--- config.mk ---
export PLATFORM = sky130hd
export DESIGN_NAME = irp_queue
export DESIGN_NICKNAME = d
export VERILOG_FILES = /design/src/hw/rtl/irp_pkg.sv /design/src/hw/rtl/irp_queue.sv
export SDC_FILE = /design/constraint.sdc
export NUM_CORES = 1
export LEC_CHECK = 0
export ABC_CLOCK_PERIOD_IN_PS = 38100
export BUFFER_PORTS_ARGS = -buffer_cell sky130_fd_sc_hd__buf_2
export CORE_AREA = 2 2 375 377
export CTS_CLUSTER_SIZE = 16
export DETAILED_ROUTE_END_ITERATION = 8
export DIE_AREA = 0 0 377 379
export PLACE_DENSITY = 0.53
export REMOVE_ABC_BUFFERS = 1
export SYNTH_ARGS = -nofsm -noshare
export SYNTH_HDL_FRONTEND = slang
export SYNTH_SLANG_ARGS = --single-unit
--- constraint.sdc ---
create_clock -name i_clk -period 38.1 [get_ports i_clk]
set_input_delay 3.81 -clock i_clk [delete_from_list [all_inputs] [get_ports i_clk]]
set_output_delay 3.81 -clock i_clk [all_outputs]
set_load 0.01 [all_outputs]
--- src/hw/rtl/irp_pkg.sv ---
// Shared types and constants of the flow record packer.
// No dependencies; every module of the block imports this package.
`default_nettype none
package irp_pkg;
    localparam int BUF_BYTES_DEF = 512;
    localparam int POS_W         = 10;
    localparam int HDR_BYTES     = 16;
    localparam int SET_HDR_BYTES = 4;
    localparam int SIZE_V4       = 29;
    localparam int SIZE_V6       = 41;
    localparam int SIZE_VNI      = 33;
    localparam int REC_W         = 328;
    localparam int STREAM_W      = 360;
    localparam int LEN_W         = 6;
    localparam logic [15:0] IPFIX_VERSION = 16'h000a;

    typedef enum logic [1:0] {OP_V4, OP_V6, OP_VNI, OP_FLUSH} t_op;
    typedef enum logic [1:0] {KIND_NONE, KIND_V4, KIND_V6, KIND_VNI} t_kind;
    typedef enum logic [0:0] {REG_DOMAIN, REG_REGION} t_reg;
    typedef enum logic [2:0] {ST_IDLE, ST_PATCH, ST_READ, ST_SEND, ST_WRITE} t_state;

    typedef struct packed {
        logic [1:0]  operation;
        logic [63:0] addr_high;
        logic [63:0] addr_low;
        logic [31:0] segment_id;
        logic [31:0] dst_region;
        logic [63:0] packet_count;
        logic [63:0] byte_count;
        logic [7:0]  direction;
        logic [31:0] stamp_secs;
    } t_in;

    typedef struct packed {
        logic [63:0] message_word;
        logic [3:0]  valid_bytes;
        logic        last_word;
    } t_out;

    typedef struct packed {
        logic                has_patch;
        logic [POS_W-1:0]    patch_pos;
        logic [15:0]         patch_val;
        logic                has_emit;
        logic [POS_W-1:0]    emit_len;
        logic [31:0]         emit_seq;
        logic [31:0]         emit_time;
        logic                has_write;
        logic [POS_W-1:0]    wr_pos;
        logic [LEN_W-1:0]    wr_len;
        logic [STREAM_W-1:0] wr_bytes;
    } t_job;
endpackage
`default_nettype wire

--- src/hw/rtl/irp_queue.sv ---
// Two-entry job queue between front end and back end.
// Depends on irp_pkg.
`default_nettype none
module irp_queue (
    input  wire logic           i_clk,
    input  wire logic           i_rst_n,
    input  wire logic           i_push,
    input  wire irp_pkg::t_job  i_job,
    output logic                o_full,
    output logic                o_nonempty,
    input  wire logic           i_pop,
    output irp_pkg::t_job       o_job
);
    import irp_pkg::*;

    t_job       r_ent [2];
    logic       r_wp, r_rp;
    logic [1:0] r_cnt;

    assign o_full     = r_cnt == 2'd2;
    assign o_nonempty = r_cnt != 2'd0;
    assign o_job      = r_ent[r_rp];

    always_ff @(posedge i_clk) begin
        if (i_push) r_ent[r_wp] <= i_job;
    end

    always_ff @(posedge i_clk) begin
        if (!i_rst_n) begin
            r_wp  <= 1'b0;
            r_rp  <= 1'b0;
            r_cnt <= '0;
        end else begin
            if (i_push) r_wp <= !r_wp;
            if (i_pop)  r_rp <= !r_rp;
            r_cnt <= r_cnt + 2'(i_push) - 2'(i_pop);
        end
    end
endmodule
`default_nettype wire

# --- After elaboration in Yosys (flattened, before gate mapping) ---
# Memories as Yosys holds them, arrays and structs flattened. A register that Yosys moved wholly into a read port is not among the register bits.
# Cells that the tools add are included.
totals:
  register_bits: 4
  mem_bits_rw: 958
  inputBits: 483
  output_inout_bits: 481
  wordCells: 14
  n_memories: 1
memory_table:
  columns: ["memory", "words", "width", "read_ports", "rd_ports_with_merged_regs", "wr", "line_no", "source"]
  rows:
  - ["r_ent", 2, 479, 1, 1, 1, "irp_queue.sv:16", "t_job r_ent [2];"]
classes:
  addsub: 2
  n_eq_ne: 1
  mux: 4
  reduce_logical: 3
op_table:
  columns: ["operator", "n"]
  rows:
  - ["$mux W1", 4]
  - ["$add A2 B1 Y2", 1]
  - ["$eq A2 B2 Y1 const B", 1]
  - ["$logic_not A1 Y1", 2]
  - ["$reduce_bool A2 Y1", 1]
  - ["$sub A2 B1 Y2", 1]

# --- Depth between registers and ports, before layout ---
depth:
  word_depth: 3
  depth_mapped: 6
  mapped_depth_nobuf: 6

# --- Worst setup path after synthesis ---
# No wires, ideal clock.
synth_path:
  kind: "in2reg"
  from: "input port i_push"
  to: "register r_wp"
  setup_time_ns: 0.157
  t_arrival_ns: 25.807
  setup_slack_ns: 12.136
  stages: 2
  path_buffers: 0
  cell_sequence: "nor2b_1 -> o21a_1"
synth_lines:
  columns: ["item", "line_no", "source"]
  rows:
  - ["start, declared", "irp_queue.sv:7", "input wire logic i_push,"]
  - ["end signal, assigned", "irp_queue.sv:34", "if (i_push) r_wp <= !r_wp;"]
  - ["end, declared", "irp_queue.sv:17", "logic r_wp, r_rp;"]

==> impl_metrics.csv <==
group,metric,value,unit
sta,slew_headroom,0.276,
yosys,synth-seq-cells,963,
yosys,ys_warn_count,0,
setup_path,timing.reg2reg.worst_path_depth,5,
drt,route.detailed.drc,0,
clock_network,clkTransAtPathRegs,0.06,ns
clock_network,cts_num_sinks,963,
drt,wirelength,95300,µm
min_path,min_delay_path_depth,2,
final_layout,mostFrequentLayoutCell,"sky130_fd_sc_hd__buf_2",
final_layout,stdcell_area,46300,µm²
grt,grt_antenna_before_repair,43,
setup_path,reg2reg_slack,33.34,ns
sta,finalSetupViolCount,0,
setup_path,crit_path_end_kind,"primary output",
power_and_ir_drop,netSwitchingPower,0.567,mW
grt,global_route.usage.met2,0.226,
power_and_ir_drop,static-leakage-power,17.8,nW
clock_network,cts_made_buffers,102,
final_layout,final_cell_count_no_fill,4458,
setup_path,crit_type,"reg2out",
setup_path,worst_r2r_startpoint,"r_wp",
power_and_ir_drop,max-vdd-ir-drop,0.0000353,V
floorplan,start_util,0.263,
sta,final.period_utilization,0.262,
clock_network,clock_tree.htree_level_count,3,
yosys,synth-compound-area-share,0.000205,
grt,met3_usage,0.0480,
sta,fmax,100,MHz
final_layout,final_cell_mix,"963 x sky130_fd_sc_hd__buf_2, 958 x sky130_fd_sc_hd__edfxtp_1, 400 x sky130_fd_sc_hd__mux2_4",
yosys,netlist-cell-type-count,16,
drt,firstDrtPassIters,5,
sta,tns,0,ns
final_layout,area_delta_synth_final,26.8,%
yosys,syn_avg_cell_area,24.2,µm²
clock_network,cts_tree,"built",
power_and_ir_drop,swShare,0.231,
power_and_ir_drop,cellPowerDensity,52.9,nW/µm²
min_path,hold_class,"reg2reg",
drt,vias,18100,
power_and_ir_drop,power.combinational.fraction,0.116,
power_and_ir_drop,internal_power,1.89,mW
clock_network,holdBufCountCts,0,
final_layout,share_of_layout_cells_above_drive_strength_1,0.605,
yosys,main_combinational_cell_family_by_area_after_synthesis,"multiplexers",
grt,grt_first_pass_wirelength,129000,µm
job,drv.max_cap_violation_count,0,
grt,global_route.overflow_total,0,
drt,post_drt_wl_per_cell,21.4,µm
placement,place.detailed.hpwl,68500,µm
grt,grt_util_all_layers,0.126,
clock_network,ctsResizeCount,0,
final_layout,postLayoutCoreUtil,0.334,
floorplan,placement_rows,137,
sta,final_hold_viol_count,0,
grt,grt_max_degree,117,
power_and_ir_drop,p_total,2.45,mW
setup_path,timing.critical_path.required,34.29,ns
clock_network,post_cts.repair.setup_buffers,0,
setup_path,cp_max_fo,55,
final_layout,finish.net_count,3033,
grt,grt_busiest_layer,"met2",
sta,post-route-min-period,9.97,ns
yosys,synth.cell_area,36600,µm²
yosys,synth-simple-area-share,0.00154,
placement,place_area,43200,µm²
yosys,synthAdderAreaFrac,0.000685,
min_path,hold_path.startpoint,"r_rp",
yosys,synthMuxAreaShare,0.189,
drt,drt-vias-per-instance,4.07,
placement,place.gp.congestion,0.838,
drt,drt_iter0_drc,983,
floorplan,floorplan_core_area,139000,µm²
floorplan,die_h,379,µm
power_and_ir_drop,share_clk_of_total_power,0.377,
sta,timing_worst_slew_pin_value,1.09,ns
placement,dpl.cell_count,4251,
clock_network,cts_buffer_depth,3,
yosys,synth_sequential_area_ratio,0.790,
clock_network,clockRootBuffer,"sky130_fd_sc_hd__clkbuf_16",
run_status,run_status,"finished clean",
sta,clock_skew,0.0213,ns
setup_path,cp-start-kind,"register",
floorplan,fp.dieW,377,µm
grt,grt_pass1_vias,18600,
grt,gr-usage-met1,0.128,
placement,port-buffer-count,963,
sta,rsz_0062_raised_after_global_routing,"false",
setup_path,arrival,6.16,ns
setup_path,regToRegEndpoint,"r_ent[0][189]",
drt,detail-route-antenna-nets,0,
yosys,post_synthesis_cells,1511,
sta,slew_violations,0,
yosys,synth_xor_area_frac,0.000856,
power_and_ir_drop,share_seq_of_total_power,0.507,
clock_network,worstSkewPairLatency,0.70,ns
floorplan,i_o_pins,964,
floorplan,overall_die_area,143000,µm²
[power by group through the flow]
stage                     sequential [mW]  clock, mW  combinational (mW)
final                                1.24      0.926               0.285
after global routing                 1.25      0.994               0.304
after CTS                            1.24      0.958               0.291
after detailed placement             1.26          0               0.290
after global placement               1.26          0               0.288
after floorplan                      1.31          0               0.251
[registers in the layout, indices dropped and copies added, names as in the netlist, named ones only]
signal	cells
r_rp	1
r_wp	1
r_cnt	2
r_ent	958
[cell families after synthesis]
family / after synthesis
muxes: 479
and+or+nand+nor: 9
adders and majority gates: 2
xor gates and xnor gates: 2
AOI/OAI and AO/OA: 1
DFF: 963
buffers and inverters: 55
[worst max-delay path, cell delays in order (launching register included)]
cell,delay (ns)
sky130_fd_sc_hd__dfxtp_4,0.76
sky130_fd_sc_hd__buf_4,0.65
sky130_fd_sc_hd__buf_4,0.83
sky130_fd_sc_hd__buf_4,0.76
sky130_fd_sc_hd__buf_4,0.80
sky130_fd_sc_hd__buf_4,0.85
sky130_fd_sc_hd__mux2_2,0.41
sky130_fd_sc_hd__buf_2,0.14
[cell type report]
class / instances / area (µm²)
clock buffer: 125 / 2660
timing repair buffer: 986 / 5020
multi-input combinational: 493 / 7030
tap: 1807 / 2260
fill: 13500 / 92500
antenna: 21 / 52.6
clock inverter: 61 / 439
sequential: 963 / 28900
inverter: 2 / 7.51
[layer usage]
metal  up-vias  part of all wire
met5         -            0.0017
met4        26             0.031
met3       184             0.085
met2       667              0.53
met1      9090              0.35
li1       8168                 -
[per-stage QoR]
stage	hold slack, ns	worst slack [ns]
after detailed placement	0.561	28.77
after CTS	0.574	27.97
after global placement	0.558	28.81
after floorplan	0.555	12.14
final	0.568	28.13
after global routing	0.597	27.77
[synth_stat cells]
| library cell | count | area [µm²] |
|---|---|---|
| sky130_fd_sc_hd__edfxtp_1 | 958 | 28800 |
| sky130_fd_sc_hd__mux2_4 | 400 | 6010 |
| sky130_fd_sc_hd__mux2_2 | 79 | 890 |
| sky130_fd_sc_hd__buf_8 | 30 | 450 |
| sky130_fd_sc_hd__buf_6 | 15 | 169 |
| sky130_fd_sc_hd__buf_2 | 7 | 35.0 |
| sky130_fd_sc_hd__dfxtp_1 | 5 | 100 |
| sky130_fd_sc_hd__and2_1 | 4 | 25.0 |
| sky130_fd_sc_hd__nor2b_1 | 4 | 25.0 |
| sky130_fd_sc_hd__ha_1 | 2 | 25.0 |
| sky130_fd_sc_hd__inv_1 | 2 | 7.51 |
| sky130_fd_sc_hd__buf_4 | 1 | 7.51 |
| sky130_fd_sc_hd__o21a_1 | 1 | 7.51 |
| sky130_fd_sc_hd__or2_2 | 1 | 6.26 |
| sky130_fd_sc_hd__xnor3_1 | 1 | 22.5 |
| sky130_fd_sc_hd__xor2_1 | 1 | 8.76 |
[worst max-delay path by stage]
stage	startpoint	end	slack, ns	depth (start not counted)
2_1_floorplan	i_push	r_wp	12.14	2
3_3_place_gp	register	o_job[31]	28.81	7
3_5_place_dp	register	o_job[31]	28.77	7
4_1_cts	register	o_job[31]	27.97	7
5_1_grt	register	o_job[31]	27.77	7
6_report	register	o_job[31]	28.13	7
Note: power is estimated with default switching activity, not from simulation.
