$ cat src/hw/rtl/irp_pkg.sv
// Shared types and constants of the flow record packer.
// No dependencies; every module of the block imports this package.
`default_nettype none
package irp_pkg;
    localparam int BUF_BYTES_DEF = 512;
    localparam int POS_W         = 10;
    localparam int HDR_BYTES     = 16;
    localparam int SET_HDR_BYTES = 4;
    localparam int SIZE_V4       = 29;
    localparam int SIZE_V6       = 41;
    localparam int SIZE_VNI      = 33;
    localparam int REC_W         = 328;
    localparam int STREAM_W      = 360;
    localparam int LEN_W         = 6;
    localparam logic [15:0] IPFIX_VERSION = 16'h000a;

    typedef enum logic [1:0] {OP_V4, OP_V6, OP_VNI, OP_FLUSH} t_op;
    typedef enum logic [1:0] {KIND_NONE, KIND_V4, KIND_V6, KIND_VNI} t_kind;
    typedef enum logic [0:0] {REG_DOMAIN, REG_REGION} t_reg;
    typedef enum logic [2:0] {ST_IDLE, ST_PATCH, ST_READ, ST_SEND, ST_WRITE} t_state;

    typedef struct packed {
        logic [1:0]  operation;
        logic [63:0] addr_high;
        logic [63:0] addr_low;
        logic [31:0] segment_id;
        logic [31:0] dst_region;
        logic [63:0] packet_count;
        logic [63:0] byte_count;
        logic [7:0]  direction;
        logic [31:0] stamp_secs;
    } t_in;

    typedef struct packed {
        logic [63:0] message_word;
        logic [3:0]  valid_bytes;
        logic        last_word;
    } t_out;

    typedef struct packed {
        logic                has_patch;
        logic [POS_W-1:0]    patch_pos;
        logic [15:0]         patch_val;
        logic                has_emit;
        logic [POS_W-1:0]    emit_len;
        logic [31:0]         emit_seq;
        logic [31:0]         emit_time;
        logic                has_write;
        logic [POS_W-1:0]    wr_pos;
        logic [LEN_W-1:0]    wr_len;
        logic [STREAM_W-1:0] wr_bytes;
    } t_job;
endpackage
`default_nettype wire

$ cat src/hw/rtl/irp_front.sv
// Front end: accepts records and flushes, tracks fill and open set, builds jobs.
// Depends on irp_pkg.
`default_nettype none
module irp_front #(
    parameter int BUF_BYTES = irp_pkg::BUF_BYTES_DEF
) (
    input  wire logic          i_clk,
    input  wire logic          i_rst_n,
    input  wire irp_pkg::t_in  i_in,
    input  wire logic          i_in_valid,
    output logic               o_in_ready,
    input  wire logic [31:0]   i_local_region,
    input  wire logic          i_full,
    output logic               o_push,
    output irp_pkg::t_job      o_job
);
    import irp_pkg::*;

    localparam logic [POS_W:0] BUF_L = (POS_W+1)'(BUF_BYTES);

    logic [POS_W-1:0] r_fill, r_off;
    t_kind            r_kind;
    logic [31:0]      r_recs, r_first;

    t_op              op;
    t_kind            kind_new;
    logic [POS_W-1:0] size, base;
    logic [POS_W:0]   sum_same, sum_new;
    logic             accept, same, open_new, do_emit, flush_live;
    logic [REC_W-1:0] rec;
    logic [15:0]      tmpl;

    assign o_in_ready = !i_full;
    assign accept     = i_in_valid && o_in_ready;

    always_comb begin
        op = t_op'(i_in.operation);
        unique case (op)
            OP_V4: begin
                size = POS_W'(SIZE_V4);   kind_new = KIND_V4;
                rec  = {i_in.addr_low[31:0], i_in.dst_region, i_in.packet_count,
                        i_in.byte_count, i_in.direction, 16'h0, i_local_region[15:0], 96'h0};
            end
            OP_V6: begin
                size = POS_W'(SIZE_V6);   kind_new = KIND_V6;
                rec  = {i_in.addr_high, i_in.addr_low, i_in.dst_region, i_in.packet_count,
                        i_in.byte_count, i_in.direction, 16'h0, i_local_region[15:0]};
            end
            OP_VNI: begin
                size = POS_W'(SIZE_VNI);  kind_new = KIND_VNI;
                rec  = {32'h0, i_in.segment_id, i_in.packet_count, i_in.byte_count,
                        i_in.direction, i_local_region, i_in.dst_region, 64'h0};
            end
            default: begin
                size = '0;                kind_new = KIND_NONE;
                rec  = '0;
            end
        endcase
        tmpl       = {8'h01, 6'h0, i_in.operation};
        sum_same   = {1'b0, r_fill} + {1'b0, size};
        sum_new    = sum_same + (POS_W+1)'(SET_HDR_BYTES);
        same       = (r_kind == kind_new) && (sum_same <= BUF_L);
        open_new   = !same;
        flush_live = r_fill > POS_W'(HDR_BYTES);
        do_emit    = (op == OP_FLUSH) ? flush_live
                                      : (open_new && (sum_new > BUF_L) && flush_live);
        base       = do_emit ? POS_W'(HDR_BYTES) : r_fill;

        o_job.has_patch = (r_kind != KIND_NONE) && ((op == OP_FLUSH) || open_new);
        o_job.patch_pos = r_off + POS_W'(2);
        o_job.patch_val = 16'(r_fill - r_off);
        o_job.has_emit  = do_emit;
        o_job.emit_len  = r_fill;
        o_job.emit_seq  = r_first;
        o_job.emit_time = i_in.stamp_secs;
        o_job.has_write = (op != OP_FLUSH);
        o_job.wr_pos    = base;
        o_job.wr_len    = LEN_W'(size + (open_new ? POS_W'(SET_HDR_BYTES) : '0));
        o_job.wr_bytes  = open_new ? {tmpl, 16'h0, rec} : {rec, 32'h0};
        // drop a flush that finds nothing packed
        o_push = accept && ((op != OP_FLUSH) || flush_live);
    end

    always_ff @(posedge i_clk) begin
        if (!i_rst_n) begin
            r_fill  <= POS_W'(HDR_BYTES);
            r_off   <= '0;
            r_kind  <= KIND_NONE;
            r_recs  <= '0;
            r_first <= '0;
        end else if (o_push) begin
            if (do_emit) r_first <= r_recs;
            if (op == OP_FLUSH) begin
                r_fill <= POS_W'(HDR_BYTES);
                r_kind <= KIND_NONE;
            end else begin
                r_recs <= r_recs + 32'd1;
                if (open_new) begin
                    r_off  <= base;
                    r_kind <= kind_new;
                    r_fill <= base + POS_W'(SET_HDR_BYTES) + size;
                end else begin
                    r_fill <= r_fill + size;
                end
            end
        end
    end
endmodule
`default_nettype wire

$ cat config.mk
export PLATFORM = sky130hd
export DESIGN_NAME = irp_front
export DESIGN_NICKNAME = d
export VERILOG_FILES = /design/src/hw/rtl/irp_pkg.sv /design/src/hw/rtl/irp_front.sv
export SDC_FILE = /design/constraint.sdc
export NUM_CORES = 1
export LEC_CHECK = 0
export ABC_AREA = 1
export BUFFER_PORTS_ARGS = -buffer_cell sky130_fd_sc_hd__buf_2
export CAP_MARGIN = 20
export CORE_AREA = 2 2 337 339
export DETAILED_ROUTE_END_ITERATION = 16
export DIE_AREA = 0 0 339 341
export PLACE_DENSITY = 0.36
export SYNTH_ARGS = -nofsm -noshare
export SYNTH_HDL_FRONTEND = slang
export SYNTH_SLANG_ARGS = --single-unit
$ cat constraint.sdc
create_clock -name i_clk -period 5.62 [get_ports i_clk]
set_clock_uncertainty 0.05 [all_clocks]
set_input_delay 0.281 -clock i_clk [delete_from_list [all_inputs] [get_ports i_clk]]
set_output_delay 0.281 -clock i_clk [all_outputs]
set_load 0.05 [all_outputs]
# --- Yosys cells after proc, flatten, opt, wreduce, memory -nomap -nowiden ---
# Cells that the tools add are included.
classes:
  add_sub_neg: 9
  magnitude_cmp: 3
  eq_ne: 6
  muxes: 11
  n_bitwise: 2
  reduce_logical: 16
ops:
  columns: ["op", "count"]
  rows:
  - ["328-bit one-hot mux with 3 select lines", 1]
  - ["360-bit 2-to-1 mux", 1]
  - ["32-bit by 1-bit adder with 32-bit output (second input constant)", 1]
  - ["10-bit 2-to-1 mux", 3]
  - ["10-bit adder", 2]
  - ["6-bit one-hot mux with 3 select lines", 1]
  - ["10-bit by 10-bit adder with 11-bit output", 1]
  - ["11-bit by 3-bit adder with 11-bit output (second input constant)", 1]
  - ["11-bit by 10-bit > comparator with 1-bit output (second input constant)", 1]
  - ["11-bit by 10-bit less-or-equal comparator with 1-bit output (second input constant)", 1]
  - ["10-bit by 10-bit subtractor with 11-bit output", 1]
  - ["10-bit by 2-bit adder with 10-bit output (second input constant)", 1]
  - ["10-bit by 3-bit adder with 10-bit output (second input constant)", 1]
  - ["10-bit by 5-bit > comparator with 1-bit output (second input constant)", 1]
  - ["6-bit by 3-bit adder with 6-bit output", 1]
  - ["1-bit logical AND", 6]
  - ["2-bit one-hot mux with 3 select lines", 1]
  - ["2-bit AND reduction", 3]
  - ["2-bit == test (second input constant)", 2]
  - ["2-bit 2-to-1 mux", 2]
  - ["3-bit 2-to-1 mux", 1]
  - ["3-bit AND reduction", 1]
  - ["2-bit by 1-bit == test with 1-bit output (second input constant)", 1]
  - ["2-bit == test", 1]
  - ["8 further kinds", 11]
word_totals:
  ff_bits: 86
  input_bits: 398
  out_inout_bits: 481

# --- Depth between registers and ports, before layout ---
# Gate-level depths: netlist of run 1.
depth:
  word_depth: 14
  ltp_mapped: 37

# --- Worst setup path before layout of run 1 ---
# OpenSTA, ideal clock, no wires.
synth_timing:
  kind: "input-to-reg"
  from: "input port i_in[360] (netlist name)"
  to: "register r_fill[9]"
  t_arrival_ns: 5.525
  slack_ns: -0.088
  cell_stages: 33
  path_cell_list: "ha_1 -> clkinv_1 -> clkbuf_1 -> clkbuf_1 -> ha_1 -> ha_1 -> nand4_1 -> nand2_1 -> nand2_1 -> nand2_1 -> nand2_1 -> nand2_1 -> nand2_1 -> nor2_1 -> nand2_1 -> nand2_2 -> nand3_2 -> nand2_2 -> inv_2 -> nor2_1 -> inv_1 -> ha_1 -> inv_1 -> ha_1 -> nand3_1 -> nand2_1 -> a21oi_1 -> o21ai_0 -> inv_1 -> o311ai_0 -> nand3_1 -> nand2_1 -> a21oi_1"
synth_lines:
  columns: ["element", "line_no", "text"]
  rows:
  - ["start, declared", "irp_front.sv:9", "input wire irp_pkg::t_in i_in,"]
  - ["end signal, assigned", "irp_front.sv:86", "r_fill <= POS_W'(HDR_BYTES);"]
  - ["end signal, assigned", "irp_front.sv:94", "r_fill <= POS_W'(HDR_BYTES);"]
  - ["end signal, assigned", "irp_front.sv:101", "r_fill <= base + POS_W'(SET_HDR_BYTES) + size;"]
  - ["end, declared", "irp_front.sv:21", "logic [POS_W-1:0] r_fill, r_off;"]

# --- Worst setup path in the final report of run 1 ---
layout_timing:
  from: "input port i_in[360] (netlist name)"
  to: "register r_fill[9]"
layout_between:
  elab_chain_len: 14
layout_rtl:
  columns: ["element", "line_no", "text"]
  rows:
  - ["parallel branches: the longest is 14 deep, another holds 10-bit by 10-bit adder with 11-bit output", null, null]
  - ["end signal, assigned", "irp_front.sv:94", null]
  - ["end signal, assigned", "irp_front.sv:101", null]
  - ["end signal, assigned", "irp_front.sv:103", "r_fill <= r_fill + size;"]
# Parallel ways; which one is timed is not known.
# A chain may end at the register's enable or synchronous reset.

==> impl_metrics.ini, run 1 <==
[power_and_ir_drop]
power_frac_seq_pct = 13.5
swShare_pct = 63.63
internal-power_mw = 1.734
powerDensity_nw_per_um2 = 271.7
p_leak_nw = 8.420
ir_worst_vdd_v = 0.0001370
switchingPower_mw = 3.034
p_comb_share_pct = 72.9
power.share.clock_pct = 13.7

[clock_network]
clock_path_buffers = 2
cts_tree = yes
htree_levels = 3
clock-root-buffer = clkbuf_16
cts_setup_buffers = 0
clkSinkCount = 86
cts.clk_slew.worst_paths_ns = 0.07
cts_resized = 0
clkLatencyLatePin_ns = 0.35
cts_buffers = 9
hold_buffers = 0

[synthesis]
async_flop_share_pct = 0
synth_cell_types = 49
synth_seq_area_share_pct = 14.34
syn_area_per_cell_um2 = 6.522
ys_seq_elements = 86
synthCells = 1841
synthFlopType = dfxtp_1
synth_edf_count = 0
ys.warnings.count = 0
synth_area_um2 = 12010

[finish]
area_delta_synth_final_pct = 46.15
utilization_pct = 15.68
layout-drive-gt1-share_pct = 36.47
final_common_cell = buf_2
final_cell_mix = 795 x buf_2, 352 x nand2_1, 182 x nand3_1, 152 x a32oi_1, 142 x o21ai_0
fillCellCount = 13300
num-nets-final = 2915

[critical_path]
slowest_delay_ns = 0.48
crit_top_cell = nand2_1
crit_fanout = 7
crit_type = input port to register
r2r_start = r_fill[5]
cp_slowest_cell = a21oi_1
cp_data_required_time_ns = 5.78
cp.arrival_ns = 4.69
r2r_end = r_fill[9]
worstSetupStartpointType = input port
worst-path-buf-inv = 6
critical_path.top_delay_family = simple AND/OR/NAND/NOR gates
crit_path_end_kind = register
r2r_setup_slack_ns = 1.15
reg2reg_depth = 25

[drt]
drc = 0
wl_per_cell_um = 27.86
drt_iter0_markers = 1351
ant_nets = 0
first_pass_iters = 5
num_vias = 17310
wirelength_um = 111500
viasPerCell = 4.324

[sta]
fin_setup_tns_ns = 0
rsz0062_at_grt = no
worst_slack_ns = 1.091
finalCritPeriodShare_pct = 80.59
fmax_mhz = 220.8
slew_headroom_pct = 16.35
hold_violations = 0
finalSetupViolCount = 0
fin_crit_ns = 4.529
worst_pin_slew_ns = 1.255
finalMaxSlewViolations = 0

[status]
status = finished clean

[grt]
grt_pass1_wl_um = 147400
met2_usage_pct = 29.73
grt.busiest_layer = met2
grt_max_degree = 101
grtUsageMet3_pct = 6.172
grt_usage_pct = 18.22
grt_pass1_vias = 16740
met1_usage_pct = 22.70
antenna_found_initial = 26
overflow = 0

[worst_hold_path]
min_path_type = input port to register
min-delay-start = i_in_valid
min_delay_path_depth = 5
hold_end = r_fill[4]

[placed_design]
post-place-ws_ns = 0.7088
gp_congestion = 0.9490
dp_hpwl_um = 93910
io_buffers = 797

[floorplan]
io_pins = 879
core_um2 = 111900
num_rows = 123
design.die.area_um2 = 115600
fp.dieW_um = 339
start_util_pct = 10.73
die_h_um = 341

[run]
max_cap_violations = 0
[power by group through the flow]
stage | Clock (mW) | Sequential [mW] | Combinational [mW]
floorplan | 0 | 0.667 | 2.44
global placement | 0 | 0.658 | 3.50
detailed placement | 0 | 0.658 | 3.48
CTS | 0.671 | 0.644 | 3.49
global route | 0.690 | 0.645 | 3.63
finish | 0.651 | 0.643 | 3.47
[registers in the layout (all words and copies together), names as in the netlist]
signal	flops
r_off	10
r_first	32
r_kind	2
r_recs	32
r_fill	10
[logic make-up after synthesis]
family | after synthesis | share of synthesized area (%)
AND/OR/NAND/NOR | 706 | 25.41
AO/OA/AOI/OAI | 514 | 29.53
buffers and inverters | 340 | 13.96
multiplexers | 136 | 11.34
flip-flops | 86 | 14.34
adder cells (fa/ha/maj) | 35 | 3.710
XOR/XNOR | 23 | 1.678
other | 1 | 0.03123
[area by class of cell]
type,count,area (µm²),area share (%)
diodes,15,37.54,0.2139
clock buffers,9,225.2,1.283
clock inverters,7,88.84,0.5062
inverters,113,449.2,2.560
multi-input cells,1431,8700,49.58
flip-flops and latches,86,1722,9.811
well taps,1500,1877,10.70
repair buffers,841,4449,25.35
[stage by stage]
step	power, mW	cell area, µm²	hold slack, ns	cells
floorplan	3.105	12070	0.3895	1857
global placement	4.155	17200	0.4023	3971
detailed placement	4.139	17200	0.4028	3971
CTS	4.806	17510	0.3549	3987
global route	4.964	17520	0.3900	3989
finish	4.768	17550	0.3584	4002
[routing by layer]
metal | vias up | part of all wire, %
met5 | - | 0.032
met3 | 126 | 10
li1 | 7875 | -
met2 | 895 | 46
met1 | 8404 | 41
met4 | 6 | 2.9
[how the worst max path moves through the flow]
stage | from | to | cells past startpoint | slack [ns]
after floorplan | i_in[360] | r_fill[9] | 33 | 0.27
after global routing | i_in[360] | r_fill[9] | 29 | 0.63
after detailed placement | i_in[360] | r_fill[9] | 29 | 0.71
after CTS | i_in[360] | o_job[364] | 18 | 0.92
final | i_in[360] | r_fill[9] | 29 | 1.09
after global placement | i_in[360] | r_fill[9] | 29 | 0.74
[synth_stat cells (3+ instances only)]
master,count,share of area (%)
a211oi_1,5,0.31
a21oi_1,82,3.4
a22o_1,32,2.3
a22oi_1,46,2.9
a32oi_1,152,11
buf_1,3,0.094
buf_2,35,1.5
buf_4,69,4.3
buf_6,13,1.2
clkbuf_1,107,3.3
dfxtp_1,86,14
ha_1,34,3.5
inv_1,102,3.2
inv_2,9,0.28
mux2i_1,136,11
nand2_1,353,11
nand2_2,7,0.36
nand3_1,182,7.6
nand3_2,3,0.25
nand4_1,10,0.52
nor2_1,102,3.2
nor2_2,4,0.21
nor2_4,3,0.28
nor3_1,28,1.2
nor4_1,7,0.36
o211ai_1,4,0.25
o21a_1,5,0.31
o21ai_0,142,5.9
o21ai_1,20,0.83
o31ai_1,6,0.38
o31ai_2,10,1.0
or2_2,3,0.16
xnor2_1,6,0.44
xor2_1,17,1.2
[worst reg2reg max path, stage by stage, from the launching register on]
cell and delay (ns):
dfxtp_1 0.52, ha_1 0.34, inv_1 0.09, o21bai_1 0.09, nand3_1 0.11, nand2_1 0.09, nand3_1 0.09, nand2_1 0.06
a21oi_1 0.48, nand3_2 0.22, nand2_2 0.21, inv_2 0.10, nor2_1 0.13, inv_1 0.07, ha_1 0.28, inv_1 0.08
ha_1 0.18, nand3_1 0.07, nand2_1 0.11, a21oi_1 0.08, o21ai_0 0.28, inv_1 0.09, o311ai_0 0.30, nand3_1 0.11
nand2_1 0.07, a21oi_1 0.05
Note: power is estimated with default switching activity, not from simulation.
==> inputs of run 2 (changes only) <==
- CORE_AREA: 2 2 337 339 -> 2 2 344 346
- DIE_AREA: 0 0 339 341 -> 0 0 346 348
- clock period: 5.62 -> 3.8 ns (I/O delays scaled with it)
==> impl_metrics.ini, run 2 (same netlist as run 1, synthesis figures left out) <==
[critical_path]
r2r_setup_slack_ns = 0.18
worstSetupStartpointType = register
cp_slowest_cell = mux2i_1
cp.arrival_ns = 3.39
crit_path_end_kind = primary output
crit_top_cell = nand2_1
slowest_delay_ns = 0.41
crit_fanout = 30
crit_chain = ha_4 -> inv_1 -> nor3_2 -> nand2_1 -> nand3_2 -> nand2_1 -> nand2_1 -> nor2_1 -> nand2_1 -> nand2_2 -> buf_4 -> buf_4 -> nand2_8 -> buf_16 -> buf_4 -> mux2i_1 -> buf_12
crit_type = register to primary output
cp_data_required_time_ns = 3.56

[drt]
wl_per_cell_um = 28.10
drc = 0
wirelength_um = 116700
drt_iter0_markers = 1090
num_vias = 17580
viasPerCell = 4.235
first_pass_iters = 5
ant_nets = 0

[status]
status = finished clean

[floorplan]
start_util_pct = 10.26
core_um2 = 117000
design.die.area_um2 = 120400
num_rows = 126
io_pins = 879
die_h_um = 348
fp.dieW_um = 346

[worst_hold_path]
min_path_type = input port to register

[finish]
area_delta_synth_final_pct = 79.20
utilization_pct = 18.39
layout-drive-gt1-share_pct = 42.19
largestRegisters = r_first x32, r_recs x32
finalInstanceArea_um2 = 21520
final_common_cell = buf_2
num-nets-final = 3040
final_cell_mix = 618 x buf_2, 339 x nand2_1, 183 x buf_12, 176 x nand3_1, 157 x buf_4

[clock_network]
clock-root-buffer = clkbuf_16
cts_tree = yes
cts.clk_slew.worst_paths_ns = 0.07
cts_buffers = 9
clkLatencyLatePin_ns = 0.36
hold_buffers = 0
clkSinkCount = 86
htree_levels = 3
clock_path_buffers = 2

[grt]
grt_usage_pct = 18.36
antenna_found_initial = 44
grt_pass1_wl_um = 152500
grt_pass1_vias = 17060
grt_max_degree = 76
overflow = 0

[power_and_ir_drop]
p_leak_nw = 9.661
powerDensity_nw_per_um2 = 378.5
ir_worst_vdd_v = 0.0002729

[placed_design]
dp_hpwl_um = 101100
gp_congestion = 0.9362
placed_area_um2 = 20860
io_buffers = 797

[run]
max_cap_violations = 0

[sta]
fmax_mhz = 275.6
rsz0062_at_grt = yes
hold_violations = 0
worst_pin_slew_ns = 0.8746
fin_crit_ns = 3.628
slew_headroom_pct = 41.69
finalCritPeriodShare_pct = 95.48
finalMaxSlewViolations = 0
finalSetupViolCount = 0
## run 2: changes by cell type in the layout (fill, tap and decap cells not counted), moves of 12 or more
cell | before | now
buf_12 | 10 | 183
nand2_1 | 352 | 339
buf_2 | 795 | 618
ha_4 | 0 | 13
buf_4 | 36 | 157
ha_1 | 31 | 19
## run 2: where the power goes
part / internal, mW / leakage (nW) / switching [mW]
Sequential: 0.921 / 0.697 / 0.0239
Clock: 0.451 / 0.133 / 0.418
Combinational: 2.04 / 8.83 / 4.29
Total: 3.41 / 9.66 / 4.73
## run 2: area by class of cell
class	instances	area, µm²
Fill cell	13550	95460
Timing Repair Buffer	966	8050
Inverter	113	455.4
Antenna cell	4	10.01
Multi-Input combinational cell	1431	9066
Sequential cell	86	1732
Tap cell	1536	1922
Clock inverter	7	55.05
Clock buffer	9	225.2
## run 2: path summary, 6_finish.rpt
| kind | cells after the start | to | startpoint |
|---|---|---|---|
| worst max-delay path | 17 | o_job[248] | r_fill[3] |
| worst min register to register | 2 | r_first[2] | r_first[2] |
| worst min-delay path | 5 | r_recs[2] | i_in_valid |
| worst max register to register | 29 | r_fill[6] | r_fill[3] |
## run 2: worst max-delay path: cells and delay by family, from the launching register on
family | cells | cell delay [ns]
buffers and inverters | 6 | 1.01
and+or+nand+nor | 9 | 0.89
muxes | 1 | 0.41
DFF | 1 | 0.36
adders and majority gates | 1 | 0.28
## run 2: what timing repair did
item | in CTS | in global routing
pin swaps | 5 | 29
gates resized for setup | 6 | 76
buffers inserted | 1 | 10
setup endpoints to repair | 11 | 35
hold endpoints to repair | 0 | 0
## run 2: routing by layer
metal / part of all wire [%] / vias to the layer above / wire (µm) / track usage (%)
li1: - / 8124 / - / -
met1: 43 / 8502 / 49780 / 22.97
met2: 47 / 820 / 55210 / 31.40
met3: 8.1 / 118 / 9488 / 5.553
met4: 1.8 / 20 / 2075 / 2.834
met5: 0.11 / - / 128 / 0
## run 2: per-stage QoR
step	hold slack, ns	setup slack, ns	power (mW)	TNS [ns]	cells
after floorplan	0.3895	-0.2974	4.625	-0.9169	1857
after global placement	0.3303	-0.4082	7.272	-1.623	4122
after detailed placement	0.3303	-0.4137	7.253	-1.573	4122
after CTS	0.2334	0.003940	8.159	0	4139
after global routing	0.2829	-0.1117	8.507	-0.2887	4149
final	0.2546	0.1716	8.144	0	4152
==> inputs of run 3 (changes only) <==
- HOLD_SLACK_MARGIN: default -> 0.03
- clock period: 3.8 -> 3.13 ns (I/O delays scaled with it)
==> impl_metrics.ini, run 3 (same netlist as run 1, synthesis figures left out) <==
[sta]
finalCritPeriodShare_pct = 115.5
slew_headroom_pct = 24.62
fin_crit_ns = 3.615
finalMaxSlewViolations = 0
worst_pin_slew_ns = 1.131
hold_violations = 0
fmax_mhz = 276.6
finalSetupViolCount = 368
rsz0062_at_grt = yes
worst_slack_ns = -0.4848
fin_setup_tns_ns = -95.64

[power_and_ir_drop]
ir_worst_vdd_v = 0.0002420
powerDensity_nw_per_um2 = 458.5
p_leak_nw = 11.84

[finish]
finalNonFillerCells = 4367
multiInputGateArea_um2 = 12560
area_delta_synth_final_pct = 148.8
layout-drive-gt1-share_pct = 61.28
seqCellArea_um2 = 1733
final_cell_mix = 450 x buf_2, 306 x nand2_1, 274 x buf_12, 212 x buf_4, 156 x buf_6
num-nets-final = 3243
largestRegisters = r_first x32, r_recs x32
final_common_cell = buf_2
fillCellCount = 12840

[critical_path]
slowest_delay_ns = 0.37
r2r_setup_slack_ns = -0.48
crit_type = register to register
cp_data_required_time_ns = 3.35
r2r_end = r_fill[6]
worstSetupStartpointType = register
cp_slowest_cell = dfxtp_4
r2r_start = r_fill[3]
cp.arrival_ns = 3.83
crit_top_cell = nand2_2
crit_path_end_kind = register
reg2reg_depth = 28
crit_fanout = 4

[clock_network]
cts_buffers = 9
cts_tree = yes
clkLatencyLatePin_ns = 0.34
clkSinkCount = 86
clock-root-buffer = clkbuf_16
clock_path_buffers = 2
hold_buffers = 0
cts.clk_slew.worst_paths_ns = 0.07
htree_levels = 3

[floorplan]
die_h_um = 348
core_um2 = 117000
fp.dieW_um = 346
design.die.area_um2 = 120400
num_rows = 126
start_util_pct = 10.26
io_pins = 879

[grt]
grt_usage_pct = 20.00
overflow = 0
grt_max_degree = 154
grt_pass1_wl_um = 166300
grt_pass1_vias = 18820
antenna_found_initial = 52

[worst_hold_path]
min-delay-start = i_in[2]
min_path_type = input port to primary output
hold_end = o_job[379]
min_delay_path_depth = 0

[drt]
drc = 0
ant_nets = 0
viasPerCell = 4.359
first_pass_iters = 5
wl_per_cell_um = 29.28
num_vias = 19030
drt_iter0_markers = 1237
wirelength_um = 127900

[run]
max_cap_violations = 0

[status]
violations = negative setup slack
status = finished, violations left

[placed_design]
dp_hpwl_um = 106400
io_buffers = 797
dp.cells = 4218
gp_congestion = 0.9609
[run 3: cell count changes in the layout (fill, tap and decap cells not counted), sizes merged]
| cell | before | now |
|---|---|---|
| inv | 114 | 112 |
| bufbuf | 0 | 2 |
| diode | 4 | 16 |
| bufinv | 0 | 2 |
| buf | 963 | 1151 |
| clkbuf | 12 | 25 |
[run 3: worst max-delay path by stage]
stage | startpoint | endpoint | cells past startpoint
floorplan | i_in[361] | r_fill[8] | 32
global route | r_fill[3] | r_fill[6] | 31
global placement | i_in[360] | r_fill[9] | 31
detailed placement | i_in[360] | r_fill[9] | 30
finish | r_fill[3] | r_fill[6] | 28
CTS | r_fill[0] | r_fill[8] | 29
[run 3: where the power goes]
group	leakage [nW]	switching, mW	total (mW)	internal, mW
clock network	0.156	0.495	1.22	0.728
logic	11.0	6.57	11.3	4.76
registers	0.697	0.0279	1.15	1.12
[run 3: area by class of cell]
type	instances	share of cell area, %
timing repair buffer	1168	42.79
antenna	16	0.1340
sequential	86	5.801
tap	1536	6.433
clock buffer	10	0.7999
clock inverter	6	0.3099
multi-input combinational	1431	42.03
timing repair inverter	1	0.1005
inverter	113	1.604
[run 3: stage by stage]
step	cell area (µm²)	hold slack (ns)	util [%]	total power, mW	setup slack [ns]
2_1_floorplan	13250	0.3587	-	6.042	-0.9339
3_5_place_dp	23460	0.2633	20.05	9.915	-0.9565
6_report	29870	0.2630	25.54	13.70	-0.4848
3_3_place_gp	23460	0.2633	20.05	9.927	-0.9367
4_1_cts	27040	0.2629	23.12	12.69	-0.3533
5_1_grt	29840	0.2631	25.51	14.15	-0.6936
[run 3: critical path, delay by kind of cell (launching register included)]
family	cells	cell delay [ns]
simple gates	15	1.19
compound gates	6	0.82
fa+ha+maj	3	0.72
buf+inv	4	0.40
flops	1	0.37
[run 3: timing repair]
item	in CTS	in global routing
setup buffers	46	49
cloned	26	14
setup endpoints to repair	367	384
pin swaps	43	45
gates resized for setup	505	469
[run 3: per-layer routing]
layer / wire length (µm) / up-vias / track usage [%]
li1: - / 8593 / -
met1: 49260 / 9265 / 23.02
met2: 58430 / 862 / 32.69
met3: 11300 / 258 / 6.800
met4: 8513 / 56 / 10.68
met5: 352 / - / 0
